**src/hw/rtl/dfr_pkg.sv**
```systemverilog
// Package for the byte-stuffed packet deframer.
// Holds framing codes, status and state encodings, and the control structs.
// Depends on nothing; the deframer top, datapath and controller import it.
`timescale 1ns / 1ps

package dfr_pkg;

  localparam int unsigned HDR_LEN = 5;
  localparam logic [7:0] CODE_START = 8'h23;
  localparam logic [7:0] CODE_END = 8'h2B;

  typedef enum logic [1:0] {
    STATUS_OK       = 2'd0,
    STATUS_SHORT    = 2'd1,
    STATUS_OVERFLOW = 2'd2
  } dfr_status_e;

  typedef enum logic [1:0] {
    ST_IDLE,
    ST_READ,
    ST_LOAD
  } dfr_state_e;

  typedef struct packed {
    logic accept;
    logic rd_en;
    logic load_out;
  } dfr_cmd_t;

  typedef struct packed {
    logic close_pkt;
    logic out_free;
    logic last;
  } dfr_sts_t;

  typedef struct packed {
    logic [2:0] hdr_flags;
    logic [4:0] message_id;
    logic [7:0] target_service;
    logic [7:0] source_service;
    logic [7:0] packet_number;
    logic [7:0] crc_byte;
    logic [7:0] payload_byte;
    logic       payload_valid;
    logic       last_of_packet;
    logic [1:0] status;
  } dfr_result_t;

endpackage

```
**src/hw/rtl/dfr_if.sv**
```systemverilog
// Valid/ready channel interfaces for the byte-stuffed packet deframer.
// The input channel carries one received byte, the output channel one result.
`timescale 1ns / 1ps

interface dfr_in_if;
  logic       valid;
  logic       ready;
  logic [7:0] rx_byte;

  modport source (output valid, output rx_byte, input ready);
  modport sink (input valid, input rx_byte, output ready);
endinterface

interface dfr_out_if;
  logic       valid;
  logic       ready;
  logic [2:0] hdr_flags;
  logic [4:0] message_id;
  logic [7:0] target_service;
  logic [7:0] source_service;
  logic [7:0] packet_number;
  logic [7:0] crc_byte;
  logic [7:0] payload_byte;
  logic       payload_valid;
  logic       last_of_packet;
  logic [1:0] status;

  modport source (
    output valid, output hdr_flags, output message_id, output target_service,
    output source_service, output packet_number, output crc_byte,
    output payload_byte, output payload_valid, output last_of_packet, output status,
    input ready
  );
  modport sink (
    input valid, input hdr_flags, input message_id, input target_service,
    input source_service, input packet_number, input crc_byte,
    input payload_byte, input payload_valid, input last_of_packet, input status,
    output ready
  );
endinterface

```
**src/hw/rtl/byte_stuffed_packet_deframer.sv**
```systemverilog
// Byte-stuffed packet deframer. Outside a readout one byte is taken per cycle.
// The byte that closes a packet starts a readout: each result is first read
// from the packet store (ST_READ, registered read), then loaded into the output
// register (ST_LOAD) once it is free, so input is held off until the last is loaded.
// Reset clears the framing flags, byte count, controller and output valid;
// the packet store is not cleared.
`timescale 1ns / 1ps

module byte_stuffed_packet_deframer #(
  parameter int unsigned BUFFER_DEPTH = 64
) (
  input logic       clk_i,
  input logic       rst_ni,
  dfr_in_if.sink    rx_i,
  dfr_out_if.source res_o
);
  import dfr_pkg::*;

  dfr_cmd_t    cmd;
  dfr_sts_t    sts;
  dfr_result_t result;

  dfr_ctrl u_ctrl (
    .clk_i      (clk_i),
    .rst_ni     (rst_ni),
    .in_valid_i (rx_i.valid),
    .in_ready_o (rx_i.ready),
    .sts_i      (sts),
    .cmd_o      (cmd)
  );

  dfr_datapath #(
    .BUFFER_DEPTH(BUFFER_DEPTH)
  ) u_datapath (
    .clk_i       (clk_i),
    .rst_ni      (rst_ni),
    .rx_byte_i   (rx_i.rx_byte),
    .cmd_i       (cmd),
    .sts_o       (sts),
    .out_ready_i (res_o.ready),
    .out_valid_o (res_o.valid),
    .result_o    (result)
  );

  assign res_o.hdr_flags      = result.hdr_flags;
  assign res_o.message_id     = result.message_id;
  assign res_o.target_service = result.target_service;
  assign res_o.source_service = result.source_service;
  assign res_o.packet_number  = result.packet_number;
  assign res_o.crc_byte       = result.crc_byte;
  assign res_o.payload_byte   = result.payload_byte;
  assign res_o.payload_valid  = result.payload_valid;
  assign res_o.last_of_packet = result.last_of_packet;
  assign res_o.status         = result.status;

  a_load_when_free: assert property (@(posedge clk_i) disable iff (!rst_ni)
    cmd.load_out |-> sts.out_free)
    else $error("Result loaded while the output register was still held.");

  a_close_stalls_input: assert property (@(posedge clk_i) disable iff (!rst_ni)
    (rx_i.valid && rx_i.ready && sts.close_pkt) |=> (!rx_i.ready && cmd.rd_en))
    else $error("Closing item did not start a readout.");

  a_last_resumes_input: assert property (@(posedge clk_i) disable iff (!rst_ni)
    (cmd.load_out && sts.last) |=> (rx_i.ready && res_o.valid && res_o.last_of_packet))
    else $error("Final result did not end the readout.");

endmodule

```
**src/hw/rtl/dfr_ram.sv**
```systemverilog
// Generic single-port-write, single-port-read RAM with registered read data.
// Depends on nothing.
`timescale 1ns / 1ps

module dfr_ram #(
  parameter int unsigned WIDTH = 8,
  parameter int unsigned DEPTH = 64
) (
  input  logic                     clk_i,
  input  logic                     we_i,
  input  logic [$clog2(DEPTH)-1:0] waddr_i,
  input  logic [WIDTH-1:0]         wdata_i,
  input  logic                     re_i,
  input  logic [$clog2(DEPTH)-1:0] raddr_i,
  output logic [WIDTH-1:0]         rdata_o
);

  logic [WIDTH-1:0] mem_q [DEPTH];
  logic [WIDTH-1:0] rdata_q;

  always_ff @(posedge clk_i) begin
    if (we_i) begin
      mem_q[waddr_i] <= wdata_i;
    end
    if (re_i) begin
      rdata_q <= mem_q[raddr_i];
    end
  end

  assign rdata_o = rdata_q;

endmodule

```
**src/hw/rtl/dfr_datapath.sv**
```systemverilog
// Datapath of the deframer: framing flags, packet store, header registers,
// readout pointer and result register. Depends on dfr_pkg and dfr_ram.
`timescale 1ns / 1ps

module dfr_datapath #(
  parameter int unsigned BUFFER_DEPTH = 64
) (
  input  logic                clk_i,
  input  logic                rst_ni,
  input  logic [7:0]          rx_byte_i,
  input  dfr_pkg::dfr_cmd_t   cmd_i,
  output dfr_pkg::dfr_sts_t   sts_o,
  input  logic                out_ready_i,
  output logic                out_valid_o,
  output dfr_pkg::dfr_result_t result_o
);
  import dfr_pkg::*;

  localparam int unsigned AW = $clog2(BUFFER_DEPTH);
  localparam int unsigned CW = $clog2(BUFFER_DEPTH + 1);
  localparam logic [CW-1:0] DEPTH_C = CW'(BUFFER_DEPTH);
  localparam logic [CW-1:0] HDR_C = CW'(HDR_LEN);

  logic          start_q, start_d;
  logic          end_q, end_d;
  logic          inpkt_q, inpkt_d;
  logic          ovf_q, ovf_d;
  logic [CW-1:0] count_q, count_d;
  logic [AW-1:0] ptr_q, ptr_d;
  logic [7:0]    hdr_q [HDR_LEN];
  logic          out_valid_q;
  dfr_result_t   result_q;

  logic          push, clr, close;
  logic [CW-1:0] cnt_base;
  logic          ovf_base, full, wr_en;
  logic [7:0]    rd_data;
  logic          has_pl, last;
  logic [7:0]    hdr_m [HDR_LEN];
  dfr_status_e   status;

  // Framing rules for one received byte.
  always_comb begin
    start_d = start_q;
    end_d   = end_q;
    inpkt_d = inpkt_q;
    push    = 1'b0;
    clr     = 1'b0;
    close   = 1'b0;
    if (rx_byte_i == CODE_START) begin
      if (start_q) begin
        if (inpkt_q) begin
          push    = 1'b1;
          start_d = 1'b0;
        end
      end else if (end_q) begin
        if (inpkt_q) begin
          close   = 1'b1;
          inpkt_d = 1'b0;
        end
      end else begin
        start_d = 1'b1;
      end
      end_d = 1'b0;
    end else if (rx_byte_i == CODE_END) begin
      if (start_q) begin
        inpkt_d = 1'b1;
      end
      if (end_q) begin
        if (start_q || inpkt_q) begin
          push  = 1'b1;
          end_d = 1'b0;
        end
      end else begin
        end_d = 1'b1;
      end
      start_d = 1'b0;
    end else begin
      if (start_q) begin
        clr     = 1'b1;
        start_d = 1'b0;
        inpkt_d = 1'b1;
      end else if (end_q) begin
        clr     = 1'b1;
        end_d   = 1'b0;
        inpkt_d = 1'b0;
      end
      push = inpkt_d;
    end
  end

  assign cnt_base = clr ? '0 : count_q;
  assign ovf_base = clr ? 1'b0 : ovf_q;
  assign full     = (cnt_base == DEPTH_C);
  assign wr_en    = cmd_i.accept && push && !full;

  assign has_pl = (count_q > HDR_C);
  assign last   = !has_pl || (CW'(ptr_q) == count_q - CW'(1));

  always_comb begin
    count_d = count_q;
    ovf_d   = ovf_q;
    ptr_d   = ptr_q;
    if (cmd_i.load_out) begin
      if (last) begin
        count_d = '0;
        ovf_d   = 1'b0;
        ptr_d   = AW'(HDR_LEN);
      end else begin
        ptr_d = ptr_q + AW'(1);
      end
    end else if (cmd_i.accept) begin
      count_d = (push && !full) ? cnt_base + CW'(1) : cnt_base;
      ovf_d   = ovf_base || (push && full);
    end
  end

  always_comb begin
    for (int k = 0; k < HDR_LEN; k++) begin
      hdr_m[k] = (CW'(k) < count_q) ? hdr_q[k] : 8'h00;
    end
    if (ovf_q) begin
      status = STATUS_OVERFLOW;
    end else if (count_q < HDR_C) begin
      status = STATUS_SHORT;
    end else begin
      status = STATUS_OK;
    end
  end

  dfr_ram #(
    .WIDTH(8),
    .DEPTH(BUFFER_DEPTH)
  ) u_store (
    .clk_i   (clk_i),
    .we_i    (wr_en),
    .waddr_i (cnt_base[AW-1:0]),
    .wdata_i (rx_byte_i),
    .re_i    (cmd_i.rd_en),
    .raddr_i (ptr_q),
    .rdata_o (rd_data)
  );

  always_ff @(posedge clk_i or negedge rst_ni) begin
    if (!rst_ni) begin
      start_q     <= 1'b0;
      end_q       <= 1'b0;
      inpkt_q     <= 1'b0;
      ovf_q       <= 1'b0;
      count_q     <= '0;
      ptr_q       <= AW'(HDR_LEN);
      out_valid_q <= 1'b0;
    end else begin
      if (cmd_i.accept) begin
        start_q <= start_d;
        end_q   <= end_d;
        inpkt_q <= inpkt_d;
      end
      ovf_q   <= ovf_d;
      count_q <= count_d;
      ptr_q   <= ptr_d;
      if (cmd_i.load_out) begin
        out_valid_q <= 1'b1;
      end else if (out_ready_i) begin
        out_valid_q <= 1'b0;
      end
    end
  end

  always_ff @(posedge clk_i) begin
    if (wr_en && (cnt_base < HDR_C)) begin
      hdr_q[cnt_base[2:0]] <= rx_byte_i;
    end
    if (cmd_i.load_out) begin
      result_q.hdr_flags      <= hdr_m[0][2:0];
      result_q.message_id     <= hdr_m[0][7:3];
      result_q.target_service <= hdr_m[1];
      result_q.source_service <= hdr_m[2];
      result_q.packet_number  <= hdr_m[3];
      result_q.crc_byte       <= hdr_m[4];
      result_q.payload_byte   <= has_pl ? rd_data : 8'h00;
      result_q.payload_valid  <= has_pl;
      result_q.last_of_packet <= last;
      result_q.status         <= status;
    end
  end

  assign sts_o.close_pkt = close;
  assign sts_o.out_free  = !out_valid_q || out_ready_i;
  assign sts_o.last      = last;
  assign out_valid_o     = out_valid_q;
  assign result_o        = result_q;

endmodule

```
**src/hw/rtl/dfr_ctrl.sv**
```systemverilog
// Controller of the deframer: takes bytes while idle and sequences the
// packet readout, one store read and one result load per item. Uses dfr_pkg.
`timescale 1ns / 1ps

module dfr_ctrl (
  input  logic              clk_i,
  input  logic              rst_ni,
  input  logic              in_valid_i,
  output logic              in_ready_o,
  input  dfr_pkg::dfr_sts_t sts_i,
  output dfr_pkg::dfr_cmd_t cmd_o
);
  import dfr_pkg::*;

  dfr_state_e state_q, state_d;

  always_ff @(posedge clk_i or negedge rst_ni) begin
    if (!rst_ni) begin
      state_q <= ST_IDLE;
    end else begin
      state_q <= state_d;
    end
  end

  always_comb begin
    state_d    = state_q;
    in_ready_o = 1'b0;
    cmd_o      = '0;
    unique case (state_q)
      ST_IDLE: begin
        in_ready_o   = 1'b1;
        cmd_o.accept = in_valid_i;
        if (in_valid_i && sts_i.close_pkt) begin
          state_d = ST_READ;
        end
      end
      ST_READ: begin
        cmd_o.rd_en = 1'b1;
        state_d     = ST_LOAD;
      end
      ST_LOAD: begin
        if (sts_i.out_free) begin
          cmd_o.load_out = 1'b1;
          state_d        = sts_i.last ? ST_IDLE : ST_READ;
        end
      end
      default: begin
        state_d = ST_IDLE;
      end
    endcase
  end

endmodule
```
**src/flat_wrapper.sv**
```systemverilog
// flat-port wrapper written by rule: the top's interface ports become plain ports
module byte_stuffed_packet_deframer_flat import dfr_pkg::*;
#(
  parameter int unsigned BUFFER_DEPTH = 64
)
  (clk_i, rst_ni, rx_i_valid, rx_i_rx_byte, rx_i_ready, res_o_valid, res_o_hdr_flags, res_o_message_id, res_o_target_service, res_o_source_service, res_o_packet_number, res_o_crc_byte, res_o_payload_byte, res_o_payload_valid, res_o_last_of_packet, res_o_status, res_o_ready);
  dfr_in_if rx_i_i ();
  dfr_out_if res_o_i ();
  input logic clk_i;
  input logic rst_ni;
  input wire logic [$bits(rx_i_i.valid)-1:0] rx_i_valid;
  input wire logic [$bits(rx_i_i.rx_byte)-1:0] rx_i_rx_byte;
  output wire logic [$bits(rx_i_i.ready)-1:0] rx_i_ready;
  output wire logic [$bits(res_o_i.valid)-1:0] res_o_valid;
  output wire logic [$bits(res_o_i.hdr_flags)-1:0] res_o_hdr_flags;
  output wire logic [$bits(res_o_i.message_id)-1:0] res_o_message_id;
  output wire logic [$bits(res_o_i.target_service)-1:0] res_o_target_service;
  output wire logic [$bits(res_o_i.source_service)-1:0] res_o_source_service;
  output wire logic [$bits(res_o_i.packet_number)-1:0] res_o_packet_number;
  output wire logic [$bits(res_o_i.crc_byte)-1:0] res_o_crc_byte;
  output wire logic [$bits(res_o_i.payload_byte)-1:0] res_o_payload_byte;
  output wire logic [$bits(res_o_i.payload_valid)-1:0] res_o_payload_valid;
  output wire logic [$bits(res_o_i.last_of_packet)-1:0] res_o_last_of_packet;
  output wire logic [$bits(res_o_i.status)-1:0] res_o_status;
  input wire logic [$bits(res_o_i.ready)-1:0] res_o_ready;
  assign rx_i_i.valid = rx_i_valid;
  assign rx_i_i.rx_byte = rx_i_rx_byte;
  assign rx_i_ready = rx_i_i.ready;
  assign res_o_valid = res_o_i.valid;
  assign res_o_hdr_flags = res_o_i.hdr_flags;
  assign res_o_message_id = res_o_i.message_id;
  assign res_o_target_service = res_o_i.target_service;
  assign res_o_source_service = res_o_i.source_service;
  assign res_o_packet_number = res_o_i.packet_number;
  assign res_o_crc_byte = res_o_i.crc_byte;
  assign res_o_payload_byte = res_o_i.payload_byte;
  assign res_o_payload_valid = res_o_i.payload_valid;
  assign res_o_last_of_packet = res_o_i.last_of_packet;
  assign res_o_status = res_o_i.status;
  assign res_o_i.ready = res_o_ready;
  byte_stuffed_packet_deframer #(.BUFFER_DEPTH(BUFFER_DEPTH)) u_core (.clk_i(clk_i), .rst_ni(rst_ni), .rx_i(rx_i_i), .res_o(res_o_i));
endmodule
```
**config.mk**
```make
export PLATFORM = sky130hd
export DESIGN_NAME = byte_stuffed_packet_deframer_flat
export DESIGN_NICKNAME = d
export VERILOG_FILES = /design/src/hw/rtl/dfr_pkg.sv /design/src/hw/rtl/dfr_if.sv /design/src/hw/rtl/byte_stuffed_packet_deframer.sv /design/src/hw/rtl/dfr_ram.sv /design/src/hw/rtl/dfr_datapath.sv /design/src/hw/rtl/dfr_ctrl.sv /design/src/flat_wrapper.sv
export SDC_FILE = /design/constraint.sdc
export NUM_CORES = 1
export LEC_CHECK = 0
export BUFFER_PORTS_ARGS = -buffer_cell sky130_fd_sc_hd__buf_2
export CORE_MARGIN = 5
export CORE_UTILIZATION = 46
export DETAILED_ROUTE_END_ITERATION = 7
export PLACE_DENSITY = 0.6
export REMOVE_ABC_BUFFERS = 1
export SLEW_MARGIN = 20
export SYNTH_ARGS = -nofsm -noshare
export SYNTH_HDL_FRONTEND = slang
export SYNTH_SLANG_ARGS = --single-unit
```
**constraint.sdc**
```tcl
create_clock -name clk_i -period 7.35 [get_ports clk_i]
set_clock_uncertainty 0.15 [all_clocks]
set_input_delay 0.3675 -clock clk_i [delete_from_list [all_inputs] [get_ports clk_i]]
set_output_delay 0.3675 -clock clk_i [all_outputs]
set_load 0.1 [all_outputs]
```
==> results by group <==
Global route
  • GRT overflow: 0
  • Initial antenna violation count: 2
  • Pin count of the biggest net entering global routing: 70
  • First-pass GRT wire length: 80980 um
  • Vias in the first global route: between 10000 and 15000
  • Total Routing Usage GR: 0.1915

Placement
  • Pre-CTS setup slack: just under 3 ns
  • I/O Buffers: 65
  • Dpl cells: 1886
  • RePlAce Congestion: 0.8403
  • Placed Area: 0.02570 mm2
  • Dpl hpwl: about 34000 um

Hold path
  • Tightest Hold Check Type: primary input to flop
  • Hold Crit Depth: 3
  • Startpoint of the worst hold path: res_o_ready
  • WHS Endpoint: u_core.u_datapath.out_valid_o$_DFFE_PN0P_

Power
  • VDD IR max: 167.3 uV
  • Pleak: a little under 9 nW
  • NetSw: 1.731 mW
  • Comb power frac: 0.073
  • Clock share of power: 0.399
  • Sw Share: 0.2275
  • Cell-internal power: 5.876 mW
  • Pwr Density: roughly 280 mW/mm2
  • Register share of total power: 0.528

Synthesis
  • Syn avg cell area: 21.04 um2
  • Simple-gate portion of the synthesized area: 0.04472
  • Synth unique cells: 65
  • Mapped Area: 0.02462 mm2
  • Compound-gate portion of the synthesized area: 0.01911
  • Main combinational cell family by area after synthesis: multiplexers
  • Synth Flop Type: edfxtp_1
  • Post-synthesis sequential area ratio: 0.7669
  • Yosys reg bits: between 600 and 700
  • Synthesis Warnings: 0
  • Post-synthesis mux area share: 0.1528
  • Area share of fa/ha/maj cells after synthesis: 0.002541
  • Mapped Cells: 1170
  • Synth async-reset ratio: 0.03165
  • Number of synthesized flops with an enable pin: 612
  • Post-Synth XOR/XNOR Area: 0.002134

Worst setup path
  • Crit path launch type: flop
  • CP Capture Type: flop
  • Reg2reg start: u_core.u_datapath.count_q[1]$_DFFE_PN0P_
  • R2R depth: 9
  • Max stage delay on crit path: slightly below 0.9 ns
  • Cells along the critical path: clkinv_1, nor2_1, inv_1, ha_1, nand3_1, nor4_1, nor4b_2, nand3_1, nor2_1
  • Worst Path Arrival: approximately 4.1 ns
  • CP required: ~7.4 ns
  • Buffers plus inverters on the worst setup path: 2
  • Slowest stage cell on the critical path: nor2_1
  • Reg2reg setup slack: 3.36 ns
  • Worst reg2reg endpoint: u_core.u_datapath.u_store.mem_q[11][6]$_DFFE_PP_
  • CP top delay family: simple AND/OR/NAND/NOR gates
  • Critical path type: flop to flop
  • Crit path max fanout: 9

Final layout
  • Final #Nets: between 1000 and 1500
  • Fin area: around 0.028 mm2
  • Post-route insts no fill: around 2000
  • Area Overhead vs Synth: 12.27%
  • Fillcell total: a little over 4000
  • Share of layout cells above drive strength 1: 0.2697
  • N_diodes: 0

Timing
  • Setup TNS: 0 ns
  • Final setup margin: 3.358 ns
  • Final worst-path cycle share: 0.5432
  • Min Tclk post-route: 3.992 ns
  • Slew HR: 0.2744
  • Final Hold Vio Count: 0
  • Max Slew Vio Count: 0
  • RSZ-0062 raised after global routing: false
  • Final setup fails: 0
  • Slew at the pin with the worst max-slew slack: 1.085 ns
  • Fmax: ~0.25 GHz

Clocking
  • CTS tree: done
  • CTS max path bufs: 3
  • Clock transition at path regs: 0.06 ns
  • Total CTS buffers: 60
  • Clock Latency Late Sink: 0.62 ns
  • Clk root buf: clkbuf_16
  • Htree depth: 2
  • TritonCTS Sinks: 632
  • # Post-CTS Setup Buffers: 0

Outcome
  • Status: finished, final reports clean

Route
  • Initial DRC Count: roughly 1400
  • Final WL: 55500 um
  • Routed Antenna Nets: 0
  • Routed len/inst: 27.79 um
  • Via count: 11750
  • Vias/cell: 5.881
  • Number of remaining DRC errors: 0
  • TritonRoute pass-1 iters: 5

Die
  • Die H: 241.3 um
  • Row count: 84
  • Starting Density: 0.4666
  • Die area: around 0.058 mm2
  • Core area: roughly 0.053 mm2
  • Die width: around 240 um
  • Ports: 66

Run
  • Max-capacitance violation count: 0
## timing repair
item / 4_1_cts / 5_1_grt
hold buffers: 1 / 0
endpoints found under the setup margin: 0 / 0
resized for setup: 0 / 0
endpoints found under the hold margin: 20 / 0
## placed cells by master (no fill, tap or decap), types with 3 or more instances in the layout
master / instances
edfxtp_1: 612
mux4_2: 160
nor2_1: 84
buf_2: 65
clkbuf_16: 61
nand2_1: 34
nor2b_1: 30
and2_1: 27
buf_4: 17
dfrtp_1: 17
clkbuf_1: 16
o21ai_0: 15
clkinv_2: 15
a21oi_1: 12
nand3_1: 10
clkinv_1: 8
mux2i_1: 8
nand2b_1: 7
mux2_2: 7
o21ai_1: 7
inv_1: 6
bufinv_16: 6
nor3_1: 5
ha_1: 5
xnor2_1: 4
or3_1: 4
nor4_1: 4
and3_1: 3
## flip-flops by register name (all words and copies together) (netlist names), 2 cells and up
signal	cells
u_core.u_datapath.u_store.mem_q	512
u_core.u_datapath.result_o	52
u_core.u_datapath.hdr_q	40
u_core.u_datapath.u_store.rdata_o	8
u_core.u_datapath.count_q	7
u_core.u_datapath.ptr_q	6
u_core.u_ctrl.state_q	2
## cells by family (layout without fill, tap and decap cells)
| kind of cell | count (synthesis) | after routing |
|---|---|---|
| flops | 632 | 632 |
| mux | 175 | 175 |
| buf+inv | 63 | 202 |
| compound gates | 69 | 69 |
| xor+xnor | 6 | 6 |
| simple gates | 220 | 220 |
| fa+ha+maj | 5 | 5 |
## cell usage after synthesis, types with 10 or more instances
master | number | area (um2)
nand3_1 | 10 | 50.05
dfrtp_1 | 18 | 450.4
edfxtp_1 | 612 | 18380
o21ai_0 | 15 | 75.07
mux4_2 | 160 | 3603
clkbuf_1 | 19 | 71.32
nand2_1 | 34 | 127.6
nor2_1 | 84 | 315.3
buf_1 | 12 | 45.04
a21oi_1 | 12 | 60.06
buf_2 | 18 | 90.09
nor2b_1 | 30 | 187.7
and2_1 | 27 | 168.9
## worst min-delay path, stage by stage
cell      delay (ns)
buf_2           0.07
nand2b_1        0.23
nand2_1         0.08
## through the flow
step | total power, mW | hold slack, ns | utilization
finish | 7.607 | 0.02979 | 0.5239
global placement | 4.652 | 0.2052 | 0.4872
CTS | 7.676 | 0.01066 | 0.5238
floorplan | 4.462 | -0.07809 | -
global route | 7.851 | 0.006961 | 0.5239
detailed placement | 4.656 | 0.2093 | 0.4872
## per-layer routing
| metal | track usage | wire, um | vias to the layer above |
|---|---|---|---|
| met1 | 0.2758 | 23550 | 6180 |
| met3 | 0.04485 | 4271 | 88 |
| li1 | - | - | 4983 |
| met4 | 0.05710 | 1567 | 0 |
| met5 | 0 | 0 | - |
| met2 | 0.2972 | 26110 | 494 |
## worst max-delay path by stage
stage | from | to | slack (ns) | depth (start not counted)
after floorplan | u_core.u_datapath.ptr_q[0]$_DFFE_PN1P_ | u_core.u_datapath.u_store.rdata_o[6]$_DFFE_PN_ | 2.32 | 5
after global placement | rx_i_rx_byte[6] | u_core.u_datapath.u_store.mem_q[11][0]$_DFFE_PP_ | 3.06 | 11
after detailed placement | rx_i_rx_byte[6] | u_core.u_datapath.u_store.mem_q[11][0]$_DFFE_PP_ | 2.93 | 10
after CTS | u_core.u_datapath.ptr_q[0]$_DFFE_PN1P_ | u_core.u_datapath.u_store.rdata_o[6]$_DFFE_PN_ | 3.35 | 6
after global routing | u_core.u_datapath.ptr_q[0]$_DFFE_PN1P_ | u_core.u_datapath.u_store.rdata_o[6]$_DFFE_PN_ | 3.17 | 6
final | u_core.u_datapath.count_q[1]$_DFFE_PN0P_ | u_core.u_datapath.u_store.mem_q[11][6]$_DFFE_PP_ | 3.36 | 9
## layout make-up
cell class | instances | area (um2) | area share
Multi-Input combinational cell | 475 | 5458 | 0.1974
Clock buffer | 79 | 1614 | 0.05839
Timing Repair Buffer | 84 | 483.0 | 0.01747
Tap cell | 688 | 860.8 | 0.03114
Clock inverter | 31 | 307.8 | 0.01114
Inverter | 8 | 30.03 | 0.001086
Sequential cell | 632 | 18890 | 0.6833
## power groups by stage
stage / clock [mW] / combinational [mW] / sequential [mW]
2_1_floorplan: 0 / 0.160 / 4.30
3_3_place_gp: 0 / 0.561 / 4.09
3_5_place_dp: 0 / 0.564 / 4.09
4_1_cts: 3.10 / 0.564 / 4.02
5_1_grt: 3.25 / 0.583 / 4.02
6_report: 3.04 / 0.557 / 4.01
No activity file was read; power rests on OpenSTA's default activity.
